**config.mk**
```make
export PLATFORM = sky130hd
export DESIGN_NAME = speed_display_seven_segment_mux_top
export DESIGN_NICKNAME = d
export VERILOG_FILES = /design/src/rtl/sdsm_pkg.sv /design/src/rtl/sdsm_ctrl.sv /design/src/rtl/sdsm_datapath.sv /design/src/rtl/speed_display_seven_segment_mux_top.sv
export SDC_FILE = /design/constraint.sdc
export NUM_CORES = 1
export LEC_CHECK = 0
export BUFFER_PORTS_ARGS = -buffer_cell sky130_fd_sc_hd__buf_2
export CAP_MARGIN = 0
export CORE_AREA = 2 2 138 140
export DETAILED_ROUTE_END_ITERATION = 16
export DIE_AREA = 0 0 140 142
export GPL_TIMING_DRIVEN = 0
export PLACE_DENSITY = 0.67
export SLEW_MARGIN = 20
export SYNTH_ARGS = -nofsm -noshare
export SYNTH_HDL_FRONTEND = slang
export SYNTH_SLANG_ARGS = --single-unit
export TNS_END_PERCENT = 1
```
**constraint.sdc**
```tcl
create_clock -name clk -period 5.7 [get_ports clk]
set_input_delay 1.14 -clock clk [delete_from_list [all_inputs] [get_ports clk]]
set_output_delay 1.14 -clock clk [all_outputs]
set_load 0.01 [all_outputs]
```
**src/rtl/sdsm_pkg.sv**
```systemverilog
// ----------------------------------------------------------------------------
// Speed display package
// Shared types, constants and the segment decode for the speed display driver.
// ----------------------------------------------------------------------------
package sdsm_pkg;

  localparam int DIGITS_DEF = 4;
  localparam int MAX_SLOTS  = 4;
  localparam int SLOT_W     = 2;
  localparam int VAL_W      = 14;
  localparam int QUOT_W     = 10;

  localparam logic [15:0] SHOW_LIMIT = 16'd9999;
  // Reciprocal of ten in 19 fractional bits; exact for values below 43699.
  localparam logic [15:0] RECIP_TEN  = 16'd52429;
  localparam int          RECIP_SHIFT = 19;

  localparam logic [1:0] MODE_FALL   = 2'd0;
  localparam logic [1:0] MODE_RISE   = 2'd1;
  localparam logic [1:0] MODE_FOLLOW = 2'd2;
  localparam logic [1:0] MODE_TARGET = 2'd3;

  typedef struct packed {
    logic [15:0] measured_speed;
    logic [15:0] target_speed;
    logic        running;
    logic [1:0]  ramp_mode;
    logic        show_target;
    logic        blank;
  } in_word_t;

  typedef struct packed {
    logic [3:0] digit_enable;
    logic [6:0] segment_off;
    logic       segments_valid;
    logic       last;
  } out_word_t;

  typedef enum logic [2:0] {
    ST_IDLE,
    ST_SEL,
    ST_BLANK,
    ST_DIV,
    ST_DIGIT
  } state_t;

  typedef struct packed {
    logic capture;
    logic update;
    logic load_blank;
    logic do_div;
    logic load_digit;
  } cmd_t;

  typedef struct packed {
    logic blank;
    logic over_limit;
    logic last_digit;
    logic out_free;
  } status_t;

  // Active-high segment-off pattern, bit 0 is segment A.
  function automatic logic [6:0] seg_off(input logic [3:0] d);
    logic [6:0] s;
    case (d)
      4'd0:    s = 7'h40;
      4'd1:    s = 7'h79;
      4'd2:    s = 7'h24;
      4'd3:    s = 7'h30;
      4'd4:    s = 7'h19;
      4'd5:    s = 7'h12;
      4'd6:    s = 7'h02;
      4'd7:    s = 7'h78;
      4'd8:    s = 7'h00;
      4'd9:    s = 7'h10;
      default: s = 7'h7F;
    endcase
    return s;
  endfunction

endpackage

```
**src/rtl/sdsm_ctrl.sv**
```systemverilog
// ----------------------------------------------------------------------------
// Speed display controller
// Sequences capture, value selection and per-digit conversion and output.
// ----------------------------------------------------------------------------
module sdsm_ctrl
  import sdsm_pkg::*;
(
  input  logic    clk,
  input  logic    rst,
  input  logic    in_valid,
  output logic    in_stall,
  input  status_t status,
  output cmd_t    cmd
);

  state_t state;
  state_t state_next;

  always_ff @(posedge clk) begin
    if (rst) begin
      state <= ST_IDLE;
    end else begin
      state <= state_next;
    end
  end

  always_comb begin
    state_next = state;
    cmd        = '0;
    in_stall   = 1'b1;
    case (state)
      ST_IDLE: begin
        in_stall = 1'b0;
        if (in_valid) begin
          cmd.capture = 1'b1;
          state_next  = ST_SEL;
        end
      end
      ST_SEL: begin
        if (status.blank) begin
          state_next = ST_BLANK;
        end else begin
          cmd.update = 1'b1;
          state_next = status.over_limit ? ST_IDLE : ST_DIV;
        end
      end
      ST_BLANK: begin
        if (status.out_free) begin
          cmd.load_blank = 1'b1;
          state_next     = ST_IDLE;
        end
      end
      ST_DIV: begin
        cmd.do_div = 1'b1;
        state_next = ST_DIGIT;
      end
      ST_DIGIT: begin
        if (status.out_free) begin
          cmd.load_digit = 1'b1;
          state_next     = status.last_digit ? ST_IDLE : ST_DIV;
        end
      end
      default: begin
        state_next = ST_IDLE;
      end
    endcase
  end

endmodule

```
**src/rtl/sdsm_datapath.sv**
```systemverilog
// ----------------------------------------------------------------------------
// Speed display datapath
// Holds the shown and tracked values, splits the value into decimal digits
// and drives the output register.
// ----------------------------------------------------------------------------
module sdsm_datapath
  import sdsm_pkg::*;
#(
  parameter int DIGITS = DIGITS_DEF
)(
  input  logic      clk,
  input  logic      rst,
  input  in_word_t  in_data,
  input  cmd_t      cmd,
  output status_t   status,
  output logic      out_valid,
  input  logic      out_stall,
  output out_word_t out_data
);

  localparam int SLOTS = (DIGITS > MAX_SLOTS) ? MAX_SLOTS : ((DIGITS < 1) ? 1 : DIGITS);
  localparam logic [SLOT_W-1:0] TOP_SLOT = SLOT_W'(SLOTS - 1);

  in_word_t          item;
  logic [15:0]       shown_value;
  logic [15:0]       tracked_value;
  logic [15:0]       shown_next;
  logic [15:0]       tracked_next;
  logic [VAL_W-1:0]  value;
  logic [QUOT_W-1:0] quot;
  logic [SLOT_W-1:0] slot;
  logic [29:0]       product;
  logic [VAL_W-1:0]  rem_full;
  logic [3:0]        digit;
  logic              fin;

  // Value selection for the captured word.
  always_comb begin
    tracked_next = tracked_value;
    shown_next   = shown_value;
    if (!item.running || item.ramp_mode == MODE_TARGET) begin
      shown_next = item.target_speed;
    end else if (item.ramp_mode == MODE_RISE) begin
      if (item.measured_speed > tracked_value) tracked_next = item.measured_speed;
      shown_next = tracked_next;
    end else if (item.ramp_mode == MODE_FALL) begin
      if (item.measured_speed < tracked_value) tracked_next = item.measured_speed;
      shown_next = tracked_next;
    end else begin
      tracked_next = item.measured_speed;
    end
    if (item.show_target) shown_next = item.target_speed;
  end

  assign product  = {16'd0, value} * {14'd0, RECIP_TEN};
  // Quotient is registered, so this is a shift-add and a subtract.
  assign rem_full = value - ({4'd0, quot} * VAL_W'(10));
  assign digit    = rem_full[3:0];
  assign fin      = (quot == '0) || (slot == TOP_SLOT);

  assign status.blank      = item.blank;
  assign status.over_limit = (shown_next >= SHOW_LIMIT);
  assign status.last_digit = fin;
  assign status.out_free   = !out_valid || !out_stall;

  always_ff @(posedge clk) begin
    if (rst) begin
      shown_value   <= '0;
      tracked_value <= '0;
    end else if (cmd.update) begin
      shown_value   <= shown_next;
      tracked_value <= tracked_next;
    end
  end

  always_ff @(posedge clk) begin
    if (cmd.capture) item <= in_data;
    if (cmd.update) begin
      value <= shown_next[VAL_W-1:0];
      slot  <= '0;
    end else if (cmd.load_digit) begin
      value <= {4'd0, quot};
      slot  <= slot + 1'b1;
    end
    if (cmd.do_div) quot <= product[RECIP_SHIFT +: QUOT_W];
  end

  always_ff @(posedge clk) begin
    if (rst) begin
      out_valid <= 1'b0;
    end else if (cmd.load_blank || cmd.load_digit) begin
      out_valid <= 1'b1;
    end else if (!out_stall) begin
      out_valid <= 1'b0;
    end
  end

  always_ff @(posedge clk) begin
    if (cmd.load_blank) begin
      out_data <= '{digit_enable: 4'd0, segment_off: 7'd0, segments_valid: 1'b0,
                    last: 1'b1};
    end else if (cmd.load_digit) begin
      out_data <= '{digit_enable: 4'b0001 << (TOP_SLOT - slot), segment_off: seg_off(digit),
                    segments_valid: 1'b1, last: fin};
    end
  end

endmodule

```
**src/rtl/speed_display_seven_segment_mux_top.sv**
```systemverilog
// ----------------------------------------------------------------------------
// Speed display seven-segment driver, top level
// Picks the speed to show and emits it one digit per word, units first.
// ----------------------------------------------------------------------------
// Flow: a word is taken in idle and the value to show is selected; each digit
// then passes a reciprocal multiply and a remainder and output load, which
// waits for a free output register. A new word is taken only after the last
// one is done, since the divide-by-ten step is shared; a blank word skips it.
// Reset: synchronous, clears the shown and tracked values to zero and
// empties the output register.
module speed_display_seven_segment_mux_top
  import sdsm_pkg::*;
#(
  parameter int DIGITS = DIGITS_DEF
)(
  input  logic      clk,
  input  logic      rst,
  input  logic      in_valid,
  output logic      in_stall,
  input  in_word_t  in_data,
  output logic      out_valid,
  input  logic      out_stall,
  output out_word_t out_data
);

  cmd_t    cmd;
  status_t status;

  sdsm_ctrl u_ctrl (
    .clk      (clk),
    .rst      (rst),
    .in_valid (in_valid),
    .in_stall (in_stall),
    .status   (status),
    .cmd      (cmd)
  );

  sdsm_datapath #(
    .DIGITS (DIGITS)
  ) u_datapath (
    .clk       (clk),
    .rst       (rst),
    .in_data   (in_data),
    .cmd       (cmd),
    .status    (status),
    .out_valid (out_valid),
    .out_stall (out_stall),
    .out_data  (out_data)
  );

endmodule

```
==> summary.txt <==
Pwr
  – Tot Pwr: 4040 uW
  – Pwr dens: 423 mW/mm^2
  – LEAKAGE: 0.00433 uW
  – Max VDD drop: 0.210 mV

Final layout
  – Most common cell after layout, fill and taps aside: inv_1
  – Synthesis-to-layout area growth: 12.9%
  – Layout cells sized above 1: 0.123
  – Nets: 1153
  – Fin area: 0.00954 mm^2
  – Diode count: 0
  – Commonest cells after routing, fill and taps aside: inv_1 (130), ha_1 (123), nor2_1 (82)

Detailed routing
  – DR WL/cell: 15.3 um
  – Via Count: 6145
  – Final WL: approximately 18 mm
  – First-pass DRT Iterations: 11
  – Vias per cell: 5.25
  – Initial DRC Count: between 300 and 400
  – # DRC: 1
  – DRT antenna net count: 0

Timing
  – Slew Limit Fails: 0
  – Final hold slack: 454 ps
  – Worst-margin pin slew: 895 ps
  – Slew headroom: 0.398
  – Crit share post-route: 0.965
  – Final Setup Violations: 0
  – Setup TNS: 0 ps
  – Final hold violation count: 0
  – Min Tclk post-route: 5500 ps
  – PnR worst setup slack: approximately 200 ps
  – Max frequency: 182 MHz
  – RSZ-0062 raised after global routing: true
  – Clock skew: 11.9 ps

Place
  – Port bufs: 55
  – Setup slack at placement: -279 ps
  – Routability cong.: 0.926
  – Post-DP Area: 0.00904 mm^2
  – DP HPWL: around 15 mm

Die
  – Die Wd: about 140 um
  – Row count: 50
  – Die height: 142 um
  – Initial Util: 0.458
  – Total die area: 0.0199 mm^2
  – Core ar.: 0.0185 mm^2
  – I/O pin cnt: 56

Clocking
  – H-tree levels: 3
  – Worst-path clk slew: 80 ps
  – Clock Sinks: 112
  – Hold_buf cts: 0
  – TritonCTS clock tree: yes
  – Worst skew pair latency: 350 ps
  – Clock Path Buffers: 2
  – Root buf cell: clkbuf_16
  – CTS Buf Count: 9

Global routing
  – Number of global-route vias before repair: between 6000 and 7000
  – Remaining Overflow, GRT: 0
  – GRT Total Usage: 0.186
  – First-pass GRT wire length: between 20 and 30 mm
  – Pin count of the biggest net entering global routing: 36
  – Initial antenna violation count: 0

Yosys
  – Post-synthesis sequential area ratio: 0.337
  – Fraction of registers with async set/reset: 0
  – Top FF cell, synth: edfxtp_1
  – Distinct cell type count after synthesis: a little under 60
  – Synth Warn #: 0
  – Register bit total from synthesis: around 110
  – Post-Syn Area per Cell: roughly 10 um^2
  – Syn Inst Count: 846
  – Post-synthesis cell area: 0.00846 mm^2
  – Post-synth EDFFs: 61
  – Post-Syn Nets: about 1100

Outcome
  – Violated checks: DRC
  – Status: finished with violations

Worst setup path
  – Setup Crit Path Kind: register to register
  – Worst Path Max Fanout: 3
  – Data required, critical path: 5780 ps
  – Critical Path End Type: register
  – WP data arrival: 5580 ps
  – CP startpoint kind: register

Worst hold path
  – Min-Delay Path Class: register to register

Job
  – Max-Cap Viols: 0
metal layers:
metal / routed length, um / vias to the layer above / GRT usage
met2: 8990 / 130 / 0.333
met4: 186 / 0 / 0.0377
met1: 8090 / 2907 / 0.242
li1: - / 3093 / -
met5: 0 / - / 0
met3: 668 / 15 / 0.0252
final timing paths:
path	startpoint	endpoint	slack [ps]	depth (start not counted)
setup reg to reg	u_datapath.value[12]$_SDFFCE_PN0P_	u_datapath.quot[9]$_DFFE_PP_	200	21
hold / removal	u_datapath.out_data[12]$_SDFFE_PP0P_	u_datapath.out_data[12]$_SDFFE_PP0P_	450	2
setup / recovery	u_datapath.value[12]$_SDFFCE_PN0P_	u_datapath.quot[9]$_DFFE_PP_	200	21
hold reg to reg	u_datapath.out_data[12]$_SDFFE_PP0P_	u_datapath.out_data[12]$_SDFFE_PP0P_	450	2
kinds of logic (layout without fill, tap and decap cells):
logic type / Yosys count / after routing / synth area share
compound gates: 152 / 152 / 0.123
xor+xnor: 18 / 18 / 0.0186
fa+ha+maj: 181 / 181 / 0.317
buf+inv: 166 / 256 / 0.0755
flops: 112 / 112 / 0.337
mux: 18 / 18 / 0.0213
simple gates: 199 / 199 / 0.107
Yosys cell counts (6+ instances only):
master | count | area, um^2
nor2_1 | 82 | 308
nor2b_1 | 7 | 43.8
nor4_1 | 8 | 50.1
a21oi_1 | 38 | 190
o211ai_1 | 14 | 105
clkbuf_1 | 26 | 97.6
ha_1 | 126 | 1580
a211oi_1 | 20 | 150
xnor2_1 | 15 | 131
dfxtp_1 | 51 | 1020
fa_1 | 55 | 1100
nor3_1 | 15 | 75.1
nand2_1 | 42 | 158
mux2i_1 | 18 | 180
inv_1 | 134 | 503
a31oi_1 | 11 | 68.8
and3_1 | 8 | 50.1
o21a_1 | 6 | 45.0
o21ai_0 | 22 | 110
nand4_1 | 7 | 43.8
nand3_1 | 12 | 60.1
edfxtp_1 | 61 | 1830
registers in the layout, summed over array words and instances (netlist names), 2 cells and up:
name and flops:
u_datapath.slot 2, u_datapath.value 14, u_datapath.shown_value 16, u_datapath.tracked_value 16
u_datapath.quot 10, u_datapath.out_data 13, u_ctrl.state 3, u_datapath.item 36
per-stage QoR:
step                instances  utilization
global placement         1135        0.489
global route             1170        0.517
detailed placement       1136        0.490
finish                   1170        0.517
floorplan                 846            -
CTS                      1156        0.509
critical path, stage by stage (launching register included):
cell      delay (ps)
edfxtp_1         450
inv_1             80
ha_1             290
inv_2             50
fa_1             590
inv_2             60
fa_1             480
fa_1             520
inv_2             40
fa_1             470
inv_1             50
fa_1             490
inv_2             50
ha_4             250
nand4_1           80
a211o_1          320
a31oi_4          190
o211ai_1         170
a31oi_2          220
a21oi_2           90
o21bai_1         170
xnor2_1          130
report_power, final:
| part | switching [uW] | internal [uW] |
|---|---|---|
| Combinational | 1290 | 1060 |
| Sequential | 55.1 | 1000 |
| Clock | 313 | 310 |
| Total | 1660 | 2370 |
repair_timing:
item                                    in CTS  in global routing
gates cloned                                 0                  0
resized for setup                            6                  8
endpoints found under the hold margin        0                  0
buffers inserted                             4                 14
endpoints found under the setup margin       4                  5
pin swaps                                    7                 13
final cells by class:
type                            instances  area (um^2)
Tap cell                              234          293
Timing Repair Buffer                   74          430
Buffer                                 31          131
Multi-Input combinational cell        568         5030
Fill cell                            1678         8910
Clock buffer                            9          225
Sequential cell                       112         2850
Inverter                              135          507
Clock inverter                          7         71.3
Note: power is estimated with default switching activity, not from simulation.
